===== src/hw/rtl/lsps_pkg.sv =====
// shared types, constants and helpers of the light sensor percent scaler
`timescale 1ns / 1ps

package lsps_pkg;

  localparam int unsigned SampleW = 10;
  localparam int unsigned PctW    = 7;
  localparam int unsigned CfgIdxW = 3;
  localparam int unsigned QuoW    = 7;
  localparam int unsigned DvdW    = 17;

  localparam logic [SampleW-1:0] FullScale  = 10'd1023;
  localparam logic [SampleW-1:0] ZeroSample = 10'd0;
  localparam logic [PctW-1:0]    PercentMax = 7'd100;
  localparam logic [PctW-1:0]    PercentMin = 7'd0;

  typedef enum logic [CfgIdxW-1:0] {
    CFG_INVERT     = 3'd0,
    CFG_AUTOSCALE  = 3'd1,
    CFG_HYSTERESIS = 3'd2,
    CFG_RANGE_LOW  = 3'd3,
    CFG_RANGE_HIGH = 3'd4,
    CFG_PCT_FLOOR  = 3'd5,
    CFG_PCT_CEIL   = 3'd6
  } cfg_idx_e;

  typedef enum logic [2:0] {
    ST_IDLE,
    ST_TEST,
    ST_SCALE,
    ST_DIV,
    ST_FIN
  } seq_state_e;

  typedef struct packed {
    logic [SampleW-1:0] sample;
  } in_item_t;

  typedef struct packed {
    logic [PctW-1:0]    percent;
    logic               accepted;
    logic               lower_widened;
    logic               upper_widened;
    logic [SampleW-1:0] bound_low;
    logic [SampleW-1:0] bound_high;
  } out_item_t;

  typedef struct packed {
    logic               invert;
    logic               autoscale;
    logic [SampleW-1:0] hysteresis;
    logic [PctW-1:0]    pct_floor;
    logic [PctW-1:0]    pct_ceil;
  } cfg_t;

  typedef struct packed {
    logic               low_we;
    logic               high_we;
    logic [SampleW-1:0] value;
  } bound_load_t;

  typedef struct packed {
    logic               start;
    logic [DvdW-1:0]    dividend;
    logic [SampleW-1:0] divisor;
  } div_req_t;

  typedef struct packed {
    logic            done;
    logic [QuoW-1:0] quotient;
  } div_rsp_t;

  function automatic logic [PctW-1:0] sat_pct(input logic [PctW-1:0] v);
    sat_pct = (v > PercentMax) ? PercentMax : v;
  endfunction

endpackage


===== src/hw/rtl/lsps_stream_if.sv =====
// valid/ready stream channel carrying one item
`timescale 1ns / 1ps

interface lsps_stream_if #(parameter type T = logic);
  logic valid;
  logic ready;
  T     data;

  modport source (output valid, output data, input ready);
  modport sink (input valid, input data, output ready);
endinterface


===== src/hw/rtl/lsps_cfg_regs.sv =====
// configuration register file and tracked bound load decode
`timescale 1ns / 1ps

module lsps_cfg_regs (
  input  logic                          clk_i,
  input  logic                          rst_ni,
  input  logic                          cfg_we_i,
  input  logic [lsps_pkg::CfgIdxW-1:0]  cfg_idx_i,
  input  logic [lsps_pkg::SampleW-1:0]  cfg_data_i,
  output lsps_pkg::cfg_t                cfg_o,
  output lsps_pkg::bound_load_t         bload_o
);

  lsps_pkg::cfg_t cfg_q, cfg_d;
  logic           low_we, high_we;

  always_comb begin
    cfg_d   = cfg_q;
    low_we  = 1'b0;
    high_we = 1'b0;
    if (cfg_we_i) begin
      unique case (cfg_idx_i)
        lsps_pkg::CFG_INVERT:     cfg_d.invert     = cfg_data_i[0];
        lsps_pkg::CFG_AUTOSCALE:  cfg_d.autoscale  = cfg_data_i[0];
        lsps_pkg::CFG_HYSTERESIS: cfg_d.hysteresis = cfg_data_i;
        lsps_pkg::CFG_RANGE_LOW:  low_we           = 1'b1;
        lsps_pkg::CFG_RANGE_HIGH: high_we          = 1'b1;
        lsps_pkg::CFG_PCT_FLOOR:  cfg_d.pct_floor  = cfg_data_i[lsps_pkg::PctW-1:0];
        lsps_pkg::CFG_PCT_CEIL:   cfg_d.pct_ceil   = cfg_data_i[lsps_pkg::PctW-1:0];
        default: ;
      endcase
    end
  end

  always_ff @(posedge clk_i or negedge rst_ni) begin
    if (!rst_ni) begin
      cfg_q.invert     <= 1'b0;
      cfg_q.autoscale  <= 1'b1;
      cfg_q.hysteresis <= 10'd10;
      cfg_q.pct_floor  <= lsps_pkg::PercentMin;
      cfg_q.pct_ceil   <= lsps_pkg::PercentMax;
    end else begin
      cfg_q <= cfg_d;
    end
  end

  assign cfg_o           = cfg_q;
  assign bload_o.low_we  = low_we;
  assign bload_o.high_we = high_we;
  assign bload_o.value   = cfg_data_i;

endmodule


===== src/hw/rtl/lsps_divider.sv =====
// restoring divider, one quotient bit per cycle
`timescale 1ns / 1ps

module lsps_divider (
  input  logic                 clk_i,
  input  logic                 rst_ni,
  input  lsps_pkg::div_req_t   req_i,
  output lsps_pkg::div_rsp_t   rsp_o
);

  localparam int unsigned DvsW = lsps_pkg::SampleW + lsps_pkg::QuoW - 1;

  logic                          busy_q, busy_d;
  logic                          done_q, done_d;
  logic [2:0]                    cnt_q, cnt_d;
  logic [lsps_pkg::DvdW-1:0]     rem_q, rem_d;
  logic [DvsW-1:0]               dvs_q, dvs_d;
  logic [lsps_pkg::QuoW-1:0]     quo_q, quo_d;
  logic [lsps_pkg::DvdW-1:0]     dvs_ext;
  logic                          ge;

  assign dvs_ext = {{(lsps_pkg::DvdW-DvsW){1'b0}}, dvs_q};
  assign ge      = rem_q >= dvs_ext;

  always_comb begin
    busy_d = busy_q;
    done_d = 1'b0;
    cnt_d  = cnt_q;
    rem_d  = rem_q;
    dvs_d  = dvs_q;
    quo_d  = quo_q;
    if (req_i.start) begin
      busy_d = 1'b1;
      cnt_d  = 3'(lsps_pkg::QuoW - 1);
      rem_d  = req_i.dividend;
      dvs_d  = {req_i.divisor, {(lsps_pkg::QuoW-1){1'b0}}};
      quo_d  = '0;
    end else if (busy_q) begin
      if (ge) begin
        rem_d = rem_q - dvs_ext;
      end
      quo_d = {quo_q[lsps_pkg::QuoW-2:0], ge};
      dvs_d = dvs_q >> 1;
      cnt_d = cnt_q - 3'd1;
      if (cnt_q == 3'd0) begin
        busy_d = 1'b0;
        done_d = 1'b1;
      end
    end
  end

  always_ff @(posedge clk_i or negedge rst_ni) begin
    if (!rst_ni) begin
      busy_q <= 1'b0;
      done_q <= 1'b0;
      cnt_q  <= '0;
    end else begin
      busy_q <= busy_d;
      done_q <= done_d;
      cnt_q  <= cnt_d;
    end
  end

  always_ff @(posedge clk_i) begin
    rem_q <= rem_d;
    dvs_q <= dvs_d;
    quo_q <= quo_d;
  end

  assign rsp_o.done     = done_q;
  assign rsp_o.quotient = quo_q;

endmodule


===== src/hw/rtl/lsps_seq.sv =====
// sequencer with hysteresis test, bound tracking, limits and result register
`timescale 1ns / 1ps

module lsps_seq (
  input  logic                          clk_i,
  input  logic                          rst_ni,
  input  lsps_pkg::cfg_t                cfg_i,
  input  lsps_pkg::bound_load_t         bload_i,
  input  logic                          in_valid_i,
  output logic                          in_ready_o,
  input  logic [lsps_pkg::SampleW-1:0]  in_sample_i,
  output logic                          out_valid_o,
  input  logic                          out_ready_i,
  output lsps_pkg::out_item_t           out_item_o,
  output lsps_pkg::div_req_t            div_req_o,
  input  lsps_pkg::div_rsp_t            div_rsp_i
);

  localparam int unsigned W = lsps_pkg::SampleW;
  localparam int unsigned P = lsps_pkg::PctW;

  lsps_pkg::seq_state_e state_q, state_d;

  logic [W-1:0] smp_q, last_q, last_d, tl_q, tl_d, th_q, th_d, v_q, v_d;
  logic [P-1:0] held_q, held_d, m_q, m_d;
  logic         take_q, lw_q, uw_q;
  logic         out_valid_q, out_valid_d;
  lsps_pkg::out_item_t out_q, out_d;

  logic         accept, do_test, do_scale, div_start, fin_load, out_free;
  logic [W-1:0] hyst_lo, num, den;
  logic [W:0]   hyst_hi;
  logic         take_c, lw_c, uw_c, range_ok;
  logic [lsps_pkg::DvdW-1:0] dividend;
  logic [P-1:0] fl, ce, pct_c;

  assign out_free = !out_valid_q || out_ready_i;
  assign range_ok = tl_q < th_q;

  // next state
  always_comb begin
    state_d = state_q;
    unique case (state_q)
      lsps_pkg::ST_IDLE:  if (in_valid_i) state_d = lsps_pkg::ST_TEST;
      lsps_pkg::ST_TEST:  state_d = take_c ? lsps_pkg::ST_SCALE : lsps_pkg::ST_FIN;
      lsps_pkg::ST_SCALE: state_d = range_ok ? lsps_pkg::ST_DIV : lsps_pkg::ST_FIN;
      lsps_pkg::ST_DIV:   if (div_rsp_i.done) state_d = lsps_pkg::ST_FIN;
      lsps_pkg::ST_FIN:   if (out_free) state_d = lsps_pkg::ST_IDLE;
      default:            state_d = lsps_pkg::ST_IDLE;
    endcase
  end

  // control outputs
  always_comb begin
    in_ready_o = 1'b0;
    accept     = 1'b0;
    do_test    = 1'b0;
    do_scale   = 1'b0;
    div_start  = 1'b0;
    fin_load   = 1'b0;
    unique case (state_q)
      lsps_pkg::ST_IDLE: begin
        in_ready_o = 1'b1;
        accept     = in_valid_i;
      end
      lsps_pkg::ST_TEST:  do_test = 1'b1;
      lsps_pkg::ST_SCALE: begin
        do_scale  = 1'b1;
        div_start = range_ok;
      end
      lsps_pkg::ST_DIV:   ;
      lsps_pkg::ST_FIN:   fin_load = out_free;
      default: ;
    endcase
  end

  // hysteresis window and bound tracking
  always_comb begin
    hyst_lo = (last_q > cfg_i.hysteresis) ? last_q - cfg_i.hysteresis : lsps_pkg::ZeroSample;
    hyst_hi = {1'b0, last_q} + {1'b0, cfg_i.hysteresis};
    take_c  = (smp_q != last_q) &&
              (smp_q == lsps_pkg::ZeroSample || smp_q == lsps_pkg::FullScale ||
               {1'b0, smp_q} > hyst_hi || smp_q < hyst_lo);
    lw_c    = cfg_i.autoscale && (smp_q < tl_q);
    uw_c    = cfg_i.autoscale && (smp_q > th_q);
    if (cfg_i.autoscale) begin
      v_d = smp_q;
    end else if (smp_q < tl_q) begin
      v_d = tl_q;
    end else if (smp_q > th_q) begin
      v_d = th_q;
    end else begin
      v_d = smp_q;
    end
  end

  always_comb begin
    last_d = last_q;
    tl_d   = tl_q;
    th_d   = th_q;
    if (bload_i.low_we) begin
      tl_d = bload_i.value;
    end
    if (bload_i.high_we) begin
      th_d = bload_i.value;
    end
    if (do_test && take_c) begin
      last_d = smp_q;
      if (lw_c) begin
        tl_d = smp_q;
      end
      if (uw_c) begin
        th_d = smp_q;
      end
    end
  end

  // scaling: numerator times one hundred as shifted adds
  assign num      = v_q - tl_q;
  assign den      = th_q - tl_q;
  assign dividend = {1'b0, num, 6'b0} + {2'b0, num, 5'b0} + {5'b0, num, 2'b0};

  assign div_req_o.start    = div_start;
  assign div_req_o.dividend = dividend;
  assign div_req_o.divisor  = den;

  always_comb begin
    m_d = m_q;
    if (do_scale) begin
      // empty range maps to zero, reversed range to the clamped end
      m_d = (tl_q != th_q && v_q == th_q) ? lsps_pkg::PercentMax : lsps_pkg::PercentMin;
    end else if (div_rsp_i.done) begin
      m_d = div_rsp_i.quotient;
    end
  end

  // percent limits and result
  always_comb begin
    fl = lsps_pkg::sat_pct(cfg_i.pct_floor);
    ce = lsps_pkg::sat_pct(cfg_i.pct_ceil);
    if (m_q < fl) begin
      pct_c = fl;
    end else if (m_q > ce) begin
      pct_c = ce;
    end else begin
      pct_c = m_q;
    end
    held_d = held_q;
    if (fin_load && take_q) begin
      held_d = pct_c;
    end
    out_d               = out_q;
    out_valid_d         = out_valid_q && !out_ready_i;
    if (fin_load) begin
      out_valid_d         = 1'b1;
      out_d.percent       = take_q ? pct_c : held_q;
      out_d.accepted      = take_q;
      out_d.lower_widened = lw_q;
      out_d.upper_widened = uw_q;
      out_d.bound_low     = tl_q;
      out_d.bound_high    = th_q;
    end
  end

  always_ff @(posedge clk_i or negedge rst_ni) begin
    if (!rst_ni) begin
      state_q     <= lsps_pkg::ST_IDLE;
      last_q      <= lsps_pkg::ZeroSample;
      held_q      <= lsps_pkg::PercentMin;
      tl_q        <= lsps_pkg::ZeroSample;
      th_q        <= lsps_pkg::FullScale;
      out_valid_q <= 1'b0;
    end else begin
      state_q     <= state_d;
      last_q      <= last_d;
      held_q      <= held_d;
      tl_q        <= tl_d;
      th_q        <= th_d;
      out_valid_q <= out_valid_d;
    end
  end

  always_ff @(posedge clk_i) begin
    if (accept) begin
      smp_q <= cfg_i.invert ? lsps_pkg::FullScale - in_sample_i : in_sample_i;
    end
    if (do_test) begin
      take_q <= take_c;
      lw_q   <= take_c && lw_c;
      uw_q   <= take_c && uw_c;
      v_q    <= v_d;
    end
    m_q   <= m_d;
    out_q <= out_d;
  end

  assign out_valid_o = out_valid_q;
  assign out_item_o  = out_q;

endmodule


===== src/hw/rtl/light_sensor_percent_scaler_core.sv =====
// top level of the light sensor percent scaler
`timescale 1ns / 1ps

// usage
//   sample_ch takes one 10-bit sample per item; result_ch gives one result item
//   per sample with the percent, the accept flag, the widen flags and the
//   tracked bounds after that sample.
//   the config port writes a register at every clock edge with cfg_we_i high;
//   range_low and range_high writes load the tracked bounds. write only while
//   no item is in flight.
// sequence
//   an accepted sample that passes the hysteresis test and has a normal range
//   goes through the test, scale and divide states and then loads the result
//   register; only then can the next sample be taken. the 7-step restoring
//   divider forms the percent. a rejected sample skips the scale and divide
//   states, an empty or reversed range skips the divide state.
// reset and stalls
//   reset loads the register defaults, clears the last sample and the held
//   percent and sets the tracked bounds to 0 and 1023.
//   a result waits in the output register while the receiver stalls; the next
//   sample is still taken and is held in its last step until the register
//   frees up.
module light_sensor_percent_scaler_core (
  input  logic                          clk_i,
  input  logic                          rst_ni,
  lsps_stream_if.sink                   sample_ch,
  lsps_stream_if.source                 result_ch,
  input  logic                          cfg_we_i,
  input  logic [lsps_pkg::CfgIdxW-1:0]  cfg_idx_i,
  input  logic [lsps_pkg::SampleW-1:0]  cfg_data_i
);

  lsps_pkg::cfg_t        cfg;
  lsps_pkg::bound_load_t bload;
  lsps_pkg::div_req_t    div_req;
  lsps_pkg::div_rsp_t    div_rsp;
  lsps_pkg::in_item_t    in_item;
  lsps_pkg::out_item_t   out_item;

  assign in_item = sample_ch.data;

  lsps_cfg_regs u_cfg_regs (
    .clk_i      (clk_i),
    .rst_ni     (rst_ni),
    .cfg_we_i   (cfg_we_i),
    .cfg_idx_i  (cfg_idx_i),
    .cfg_data_i (cfg_data_i),
    .cfg_o      (cfg),
    .bload_o    (bload)
  );

  lsps_divider u_divider (
    .clk_i  (clk_i),
    .rst_ni (rst_ni),
    .req_i  (div_req),
    .rsp_o  (div_rsp)
  );

  lsps_seq u_seq (
    .clk_i       (clk_i),
    .rst_ni      (rst_ni),
    .cfg_i       (cfg),
    .bload_i     (bload),
    .in_valid_i  (sample_ch.valid),
    .in_ready_o  (sample_ch.ready),
    .in_sample_i (in_item.sample),
    .out_valid_o (result_ch.valid),
    .out_ready_i (result_ch.ready),
    .out_item_o  (out_item),
    .div_req_o   (div_req),
    .div_rsp_i   (div_rsp)
  );

  assign result_ch.data = out_item;

endmodule


===== src/flat_wrapper.sv =====
// flat-port wrapper written by rule: the top's interface ports become plain ports
module light_sensor_percent_scaler_core_flat 
  (clk_i, rst_ni, cfg_we_i, cfg_idx_i, cfg_data_i, sample_ch_valid, sample_ch_data, sample_ch_ready, result_ch_valid, result_ch_data, result_ch_ready);
  lsps_stream_if sample_ch_i ();
  lsps_stream_if result_ch_i ();
  input  logic clk_i;
  input  logic rst_ni;
  input  logic cfg_we_i;
  input  logic [lsps_pkg::CfgIdxW-1:0] cfg_idx_i;
  input  logic [lsps_pkg::SampleW-1:0] cfg_data_i;
  input wire logic [$bits(sample_ch_i.valid)-1:0] sample_ch_valid;
  input wire logic [$bits(sample_ch_i.data)-1:0] sample_ch_data;
  output wire logic [$bits(sample_ch_i.ready)-1:0] sample_ch_ready;
  output wire logic [$bits(result_ch_i.valid)-1:0] result_ch_valid;
  output wire logic [$bits(result_ch_i.data)-1:0] result_ch_data;
  input wire logic [$bits(result_ch_i.ready)-1:0] result_ch_ready;
  assign sample_ch_i.valid = sample_ch_valid;
  assign sample_ch_i.data = sample_ch_data;
  assign sample_ch_ready = sample_ch_i.ready;
  assign result_ch_valid = result_ch_i.valid;
  assign result_ch_data = result_ch_i.data;
  assign result_ch_i.ready = result_ch_ready;
  light_sensor_percent_scaler_core u_core (.clk_i(clk_i), .rst_ni(rst_ni), .sample_ch(sample_ch_i), .result_ch(result_ch_i), .cfg_we_i(cfg_we_i), .cfg_idx_i(cfg_idx_i), .cfg_data_i(cfg_data_i));
endmodule

===== config.mk =====
export PLATFORM = sky130hd
export DESIGN_NAME = light_sensor_percent_scaler_core_flat
export DESIGN_NICKNAME = d
export VERILOG_FILES = /design/src/hw/rtl/lsps_pkg.sv /design/src/hw/rtl/lsps_stream_if.sv /design/src/hw/rtl/lsps_cfg_regs.sv /design/src/hw/rtl/lsps_divider.sv /design/src/hw/rtl/lsps_seq.sv /design/src/hw/rtl/light_sensor_percent_scaler_core.sv /design/src/flat_wrapper.sv
export SDC_FILE = /design/constraint.sdc
export NUM_CORES = 1
export LEC_CHECK = 0
export BUFFER_PORTS_ARGS = -buffer_cell sky130_fd_sc_hd__clkbuf_2
export CAP_MARGIN = 20
export CORE_MARGIN = 2
export CORE_UTILIZATION = 67
export DETAILED_ROUTE_END_ITERATION = 10
export GPL_ROUTABILITY_DRIVEN = 0
export PLACE_DENSITY = 0.83
export SLEW_MARGIN = 20
export SYNTH_ARGS = -nofsm -noshare
export SYNTH_HDL_FRONTEND = slang
export SYNTH_SLANG_ARGS = --single-unit

===== constraint.sdc =====
create_clock -name clk_i -period 7.2 [get_ports clk_i]
set_input_delay 0.36 -clock clk_i [delete_from_list [all_inputs] [get_ports clk_i]]
set_output_delay 0.36 -clock clk_i [all_outputs]
set_load 0.03 [all_outputs]

## Word level (Yosys, flattened, before mapping)

Cells that the tools add are included.

- Bits of input ports: 19
- Word-level logic and storage cells: 89
- Memory bits (read-only): 0
- Latch bits: 0
- Memories: 0
- Register bits: 48
- Bits in writable memories: 0

- Add/subtract/negate cells: 4
- Bitwise logic cells: 0
- $mul: 0
- Divide/modulo/power cells: 0
- Magnitude comparators: 6
- Muxes and demuxes: 32
- Reductions and logical operators: 20
- Shifts and indexed selects: 0
- Eq/ne operators: 13

Operators with widths:

| cell | count |
|---|---|
| two-way mux 10 bit | 7 |
| < comparator 10 bit | 3 |
| two-way mux 3 bit | 7 |
| greater-than comparator 10 bit | 2 |
| two-way mux 1 bit | 17 |
| case mux 3 bit (5 select lines) | 1 |
| == test 3 x 2 -> 1 bit (second input constant) | 4 |
| adder 10 x 10 -> 11 bit | 1 |
| greater-than comparator 10 x 11 -> 1 bit | 1 |
| == test 10 bit (second input constant) | 1 |
| logical NOT 10 bit | 1 |
| inequality test 10 bit | 1 |
| subtractor 10 bit | 1 |
| logical NOT 3 bit | 3 |
| == test 3 x 1 -> 1 bit (second input constant) | 2 |
| == test 3 bit (second input constant) | 2 |
| AND reduction 2 bit | 3 |
| logical AND 1 bit | 5 |
| logical OR 1 bit | 4 |
| inequality test 2 bit (second input constant) | 2 |
| AND reduction 3 bit | 1 |
| subtractor 1 x 2 -> 3 bit (first input constant) | 1 |
| subtractor 3 x 1 -> 3 bit (second input constant) | 1 |
| logical NOT 1 bit | 2 |
| other kinds (2) | 2 |

## Depth between registers and ports, before layout

- Depth in word-level cells: 7
- Gate-level depth with buffers: 19

## By module

From an unflattened synthesis, not the netlist that was laid out.

- Cell total of the unflattened synthesis: 1,210
- Area, all modules: 12,339.3 sq um

Modules (own cells, without submodules):

| module | area an instance (sq um) | times used | cells an instance | seq. area each (sq um) |
|---|---|---|---|---|
| lsps_seq | 8,227.9 | 1 | 818 | 2,840.2 |
| lsps_divider | 2,927.8 | 1 | 317 | 1,196.1 |
| lsps_cfg_regs | 1,179.9 | 1 | 74 | 658.1 |
| light_sensor_percent_scaler_core | 3.8 | 1 | 1 | 0.0 |

## Worst setup path after synthesis

Ideal clock, no wire load.

- Kind: register -> register
- Start point: register u_core.u_seq.last_q[1]
- End point: register u_core.u_seq.tl_q[1]
- Library setup time: 0.125 ns
- Cell stages (with the launch flop): 17
- Data arrival time: 4.045 ns
- Clock period less this slack: 4.170 ns
- Buffers on the path: 1
- Setup slack: 3.030 ns
- Cell sequence: dfrtp_1 > ha_1 > clkbuf_1 > o21ai_0 > a21oi_1 > o41ai_1 > o21ai_0 > xnor2_1 > nand2_1 > ha_1 > a21oi_1 > o21ai_0 > a31oi_1 > a31o_2 > o22ai_2 > nor3_4 > mux2_2

- Word-level cells in the longest chain between the ends: 7

RTL lines:

| what | RTL line | source |
|---|---|---|
| from (decl) | lsps_seq.sv:24 | `logic [W-1:0] smp_q, last_q, last_d, tl_q, tl_d, th_q, th_d, v_q, v_d;` |
| from (signal assigned) | lsps_seq.sv:168 | `last_q <= lsps_pkg::ZeroSample;` |
| from (signal assigned) | lsps_seq.sv:175 | `last_q <= last_d;` |
| subtractor 10 bit, or another cell as far along | lsps_seq.sv:79 | `hyst_lo = (last_q > cfg_i.hysteresis) ? last_q - cfg_i.hysteresis : lsps_pkg::ZeroSample;` |
| two-way mux 10 bit / greater-than comparator 10 x 11 -> 1 bit (equally long branches) | lsps_seq.sv:79, lsps_seq.sv:83 |  |
| < comparator 10 bit / logical OR 1 bit (equally long branches) | lsps_seq.sv:83, lsps_seq.sv:82 |  |
| logical OR 1 bit | lsps_seq.sv:83 | `{1'b0, smp_q} > hyst_hi \|\| smp_q < hyst_lo);` |
| logical AND 1 bit (*) | lsps_seq.sv:81 | `take_c = (smp_q != last_q) &&` |
| logical AND 1 bit (*) | lsps_seq.sv:107 | `if (do_test && take_c) begin` |
| two-way mux 10 bit (*) | lsps_seq.sv:107 |  |
| net u_core.u_seq.tl_d[1] | lsps_seq.sv:24 |  |
| to (signal assigned) | lsps_seq.sv:170 | `tl_q <= lsps_pkg::ZeroSample;` |
| to (signal assigned) | lsps_seq.sv:177 | `tl_q <= tl_d;` |
| to (decl) | lsps_seq.sv:24 |  |

The timed path passes the listed nets; every way through them passes the cells marked *.
A chain may end at the register's enable or synchronous reset.

## Worst setup path after layout

- Start point: register u_core.u_seq.last_q[1]
- End point: register u_core.u_seq.last_q[1]

- Word-level cells in the longest chain between the ends: 6

RTL lines:

| what | RTL line |
|---|---|
| subtractor 10 bit, or another cell as far along | lsps_seq.sv:79 |
| two-way mux 10 bit / greater-than comparator 10 x 11 -> 1 bit (equally long branches) | lsps_seq.sv:79, lsps_seq.sv:83 |
| < comparator 10 bit / logical OR 1 bit (equally long branches) | lsps_seq.sv:83, lsps_seq.sv:82 |
| logical OR 1 bit | lsps_seq.sv:83 |
| logical AND 1 bit (*) | lsps_seq.sv:81 |
| logical AND 1 bit (*) | lsps_seq.sv:107 |

Mark *: on every way between the ends. The rest lies on a longest branch, timed or not.

==> impl_metrics.xml <==
<?xml version="1.0" encoding="UTF-8"?>
<metrics>
  <group name="floorplan">
    <metric name="fp.dieArea" unit="um2">6660</metric>
    <metric name="io_pins" unit="">22</metric>
    <metric name="die_x" unit="um">81.6</metric>
    <metric name="floorplan.rows" unit="">28</metric>
    <metric name="start_util" unit="%">68.5</metric>
    <metric name="core-area" unit="um2">5890</metric>
    <metric name="die-height" unit="um">81.6</metric>
  </group>
  <group name="pwr">
    <metric name="gate_power_share" unit="%">67.8</metric>
    <metric name="power-per-cell-area" unit="nW/um2">484</metric>
    <metric name="power_leakage" unit="nW">2.02</metric>
    <metric name="share_clk_of_total_power" unit="%">8.7</metric>
    <metric name="power_switching" unit="mW">0.988</metric>
    <metric name="irDropWorstVdd" unit="uV">276</metric>
    <metric name="p_sw_share" unit="%">47.3</metric>
    <metric name="internal-power" unit="mW">1.10</metric>
    <metric name="seqPwrFrac" unit="%">23.5</metric>
  </group>
  <group name="detailed_routing">
    <metric name="drt_wl_total" unit="um">8720</metric>
    <metric name="detail_route.first_pass.iterations" unit="">5</metric>
    <metric name="drt_iter0_markers" unit="">110</metric>
    <metric name="wire_per_inst" unit="um">16.3</metric>
    <metric name="detail-route-antenna-nets" unit="">0</metric>
    <metric name="drc_errors" unit="">0</metric>
    <metric name="route.vias.total" unit="">3188</metric>
    <metric name="vias_per_cell" unit="">5.95</metric>
  </group>
  <group name="logic_synthesis">
    <metric name="share_of_synthesized_registers_carrying_an_async_set_or_reset" unit="%">93.5</metric>
    <metric name="yosys.cell_count.top_type" unit="">ha_1</metric>
    <metric name="synth_edf_count" unit="">3</metric>
    <metric name="synth.area.top_cells" unit="">ha_1, dfrtp_1, mux2_2</metric>
    <metric name="netlist_area" unit="um2">4030</metric>
    <metric name="synth.yosys.warnings" unit="">0</metric>
    <metric name="syn-num-nets" unit="">531</metric>
    <metric name="avgSynthCellArea" unit="um2">9.14</metric>
    <metric name="synthesis.instances" unit="">441</metric>
    <metric name="postSynth.topFlopCell" unit="">dfrtp_1</metric>
    <metric name="seq_area_frac_synth" unit="%">29.3</metric>
    <metric name="synth_top_cell_by_area" unit="">ha_1</metric>
    <metric name="synth.cells.most_frequent" unit="">ha_1, inv_1, nand2_1</metric>
    <metric name="netlist-cell-type-count" unit="">52</metric>
    <metric name="netlist.area_leader.share" unit="%">21.4</metric>
    <metric name="yosys_register_bits" unit="">46</metric>
  </group>
  <group name="clocking">
    <metric name="insertion_delay" unit="ns">0.31</metric>
    <metric name="clkTransAtPathRegs" unit="ns">0.09</metric>
    <metric name="htreeDepth" unit="">2</metric>
    <metric name="cts_made_buffers" unit="">5</metric>
    <metric name="clk_root_buffer_cell" unit="">clkbuf_8</metric>
    <metric name="post_cts_buffers" unit="">0</metric>
    <metric name="max-clock-path-buffers" unit="">2</metric>
    <metric name="clock_sinks" unit="">46</metric>
    <metric name="cts_tree" unit="">yes</metric>
    <metric name="cts-hold-fix-buffers" unit="">0</metric>
    <metric name="cts_resized" unit="">0</metric>
  </group>
  <group name="sta">
    <metric name="final.setup.tns" unit="ns">0</metric>
    <metric name="period_minus_slack" unit="ns">4.84</metric>
    <metric name="grt_setup_unrepaired" unit="">false</metric>
    <metric name="worst_pin_slew" unit="ns">1.04</metric>
    <metric name="final-hold-violation-count" unit="">0</metric>
    <metric name="max_freq" unit="GHz">0.207</metric>
    <metric name="setup_violations" unit="">0</metric>
    <metric name="final.period_utilization" unit="%">67.2</metric>
    <metric name="slew-limit-headroom" unit="%">30.1</metric>
    <metric name="max_slew_violation_count" unit="">0</metric>
    <metric name="fin_clk_skew" unit="ns">0.0148</metric>
  </group>
  <group name="grt">
    <metric name="antenna_found_initial" unit="">0</metric>
    <metric name="grt_start_max_net_pins" unit="">44</metric>
    <metric name="grt_pass1_vias" unit="">3262</metric>
    <metric name="grt-ovfl-total" unit="">0</metric>
    <metric name="global_route_wire_length_before_repair" unit="um">14500</metric>
    <metric name="track_usage" unit="%">28.2</metric>
  </group>
  <group name="layout">
    <metric name="finish.utilization" unit="%">73.3</metric>
    <metric name="drive_above_1_share" unit="%">17.1</metric>
    <metric name="final_cell_count_no_fill" unit="">536</metric>
    <metric name="layout-area-overhead-vs-synth" unit="%">7.01</metric>
    <metric name="final_net_count" unit="">550</metric>
    <metric name="diodes" unit="">0</metric>
  </group>
  <group name="setup_path">
    <metric name="worst-r2r-cell-count" unit="">15</metric>
    <metric name="endpoint_kind" unit="">flop</metric>
    <metric name="timing.reg2reg.setup_slack" unit="ns">2.36</metric>
    <metric name="crit_path_start_kind" unit="">flop</metric>
    <metric name="worst_setup_path_category" unit="">flop to flop</metric>
    <metric name="cp_data_arrival_time" unit="ns">5.03</metric>
    <metric name="worst_ep_required_time" unit="ns">7.39</metric>
    <metric name="worst-path-max-fanout" unit="">22</metric>
  </group>
  <group name="placed_design">
    <metric name="port-buffer-count" unit="">21</metric>
    <metric name="hpwlAfterDp" unit="um">6830</metric>
    <metric name="numPlacedInstances" unit="">528</metric>
  </group>
  <group name="min_path">
    <metric name="hold_path.class" unit="">input port to async pin</metric>
  </group>
  <group name="run">
    <metric name="drv_cap" unit="">0</metric>
  </group>
  <group name="run_status">
    <metric name="status" unit="">finished, final reports clean</metric>
  </group>
</metrics>
## power groups by stage
stage	Sequential, mW	Combinational [mW]	Clock, mW
2_1_floorplan	0.476	1.09	0
3_3_place_gp	0.486	1.33	0
3_5_place_dp	0.494	1.40	0
4_1_cts	0.490	1.41	0.185
5_1_grt	0.507	1.61	0.193
6_report	0.491	1.42	0.182
## placed cells by master, fill, tap and decap left out, types with 3 or more instances in the layout
master | Yosys | routed
xnor2_1 | 10 | 10
inv_1 | 47 | 47
nand2b_1 | 11 | 11
a211oi_1 | 3 | 3
clkbuf_8 | 0 | 5
o21ai_0 | 34 | 34
o21bai_1 | 4 | 4
nor3_1 | 7 | 6
nand3_1 | 5 | 5
a21o_1 | 7 | 7
ha_1 | 69 | 69
o211ai_1 | 5 | 5
dfrtp_1 | 30 | 30
mux2_2 | 31 | 31
nand4_1 | 6 | 6
edfxtp_1 | 3 | 3
clkbuf_2 | 0 | 20
nor2b_1 | 5 | 5
mux2i_1 | 5 | 5
xor2_1 | 10 | 10
dfstp_2 | 13 | 13
a21oi_1 | 27 | 27
nor2_1 | 16 | 16
nand2_1 | 45 | 45
## cells by family (layout without fill, tap and decap cells)
kind of cell / count (synthesis) / in the layout / share of synthesized area (%)
DFF: 46 / 46 / 29.3
adders and majority gates: 71 / 71 / 22.4
muxes: 36 / 36 / 9.90
buffers and inverters: 57 / 77 / 5.34
AOI/OAI and AO/OA: 102 / 102 / 15.4
xor gates and xnor gates: 20 / 20 / 4.34
and+or+nand+nor: 109 / 109 / 13.3
## state kept, by name (all words and copies together) (netlist names)
signal and cells:
u_core.u_cfg_regs.cfg_o 12, u_core.u_seq.th_q 10, u_core.u_seq.tl_q 10, u_core.u_divider.cnt_q 3
u_core.u_seq.state_q 3, u_core.u_seq.last_q 2, u_core.u_seq.smp_q 2, u_core.u_divider.busy_q 1
u_core.u_divider.done_q 1, u_core.u_seq.out_item_o 1, u_core.u_seq.out_valid_o 1
## per-stage QoR
| stage | hold slack (ns) | setup WS [ns] | instance area [um2] | power [mW] |
|---|---|---|---|---|
| after global placement | 0.476 | 2.56 | 4210 | 1.81 |
| after CTS | 0.271 | 2.40 | 4320 | 2.09 |
| after floorplan | 0.0644 | 3.03 | 4030 | 1.56 |
| final | 0.184 | 2.36 | 4320 | 2.09 |
| after detailed placement | 0.483 | 2.45 | 4210 | 1.89 |
| after global routing | 0.272 | 1.84 | 4320 | 2.31 |
## path summary, 6_finish.rpt
check	to	startpoint
max in group asynchronous	u_core.u_seq.tl_q[5]	rst_ni
setup / recovery	u_core.u_seq.last_q[1]	u_core.u_seq.last_q[1]
setup reg to reg	u_core.u_seq.last_q[1]	u_core.u_seq.last_q[1]
min in group clk_i	u_core.u_cfg_regs.cfg_o[17]	cfg_data_i[3]
hold / removal	u_core.u_divider.cnt_q[1]	rst_ni
hold reg to reg	u_core.u_seq.smp_q[1]	u_core.u_cfg_regs.cfg_o[25]
## worst max-delay path, cell delays in order, from the launching register on
cell	delay, ns
dfrtp_1	0.87
ha_1	0.45
o21ai_0	0.47
a21oi_1	0.14
o41ai_1	0.43
o21ai_0	0.17
xnor2_1	0.17
nand2_1	0.07
ha_1	0.31
nand2_1	0.08
nor3_1	0.20
nand3_1	0.10
a31o_2	0.27
o22ai_2	0.30
nand2b_1	0.29
mux2_2	0.37
## layout make-up
class	count	area [um2]
flip-flops and latches	46	1180
inverters	47	176
clock inverters	1	7.51
fillers	437	1570
multi-input cells	338	2650
repair buffers	22	113
clock buffers	7	97.6
well taps	75	93.8
## layer usage
layer	track usage, %	wire length, um	up-vias
met4	11.8	251	0
met5	0	0	-
met3	4.51	246	25
met1	31.9	3730	1511
li1	-	-	1590
met2	52.5	4500	62
Power figures use the tool's default switching activity.
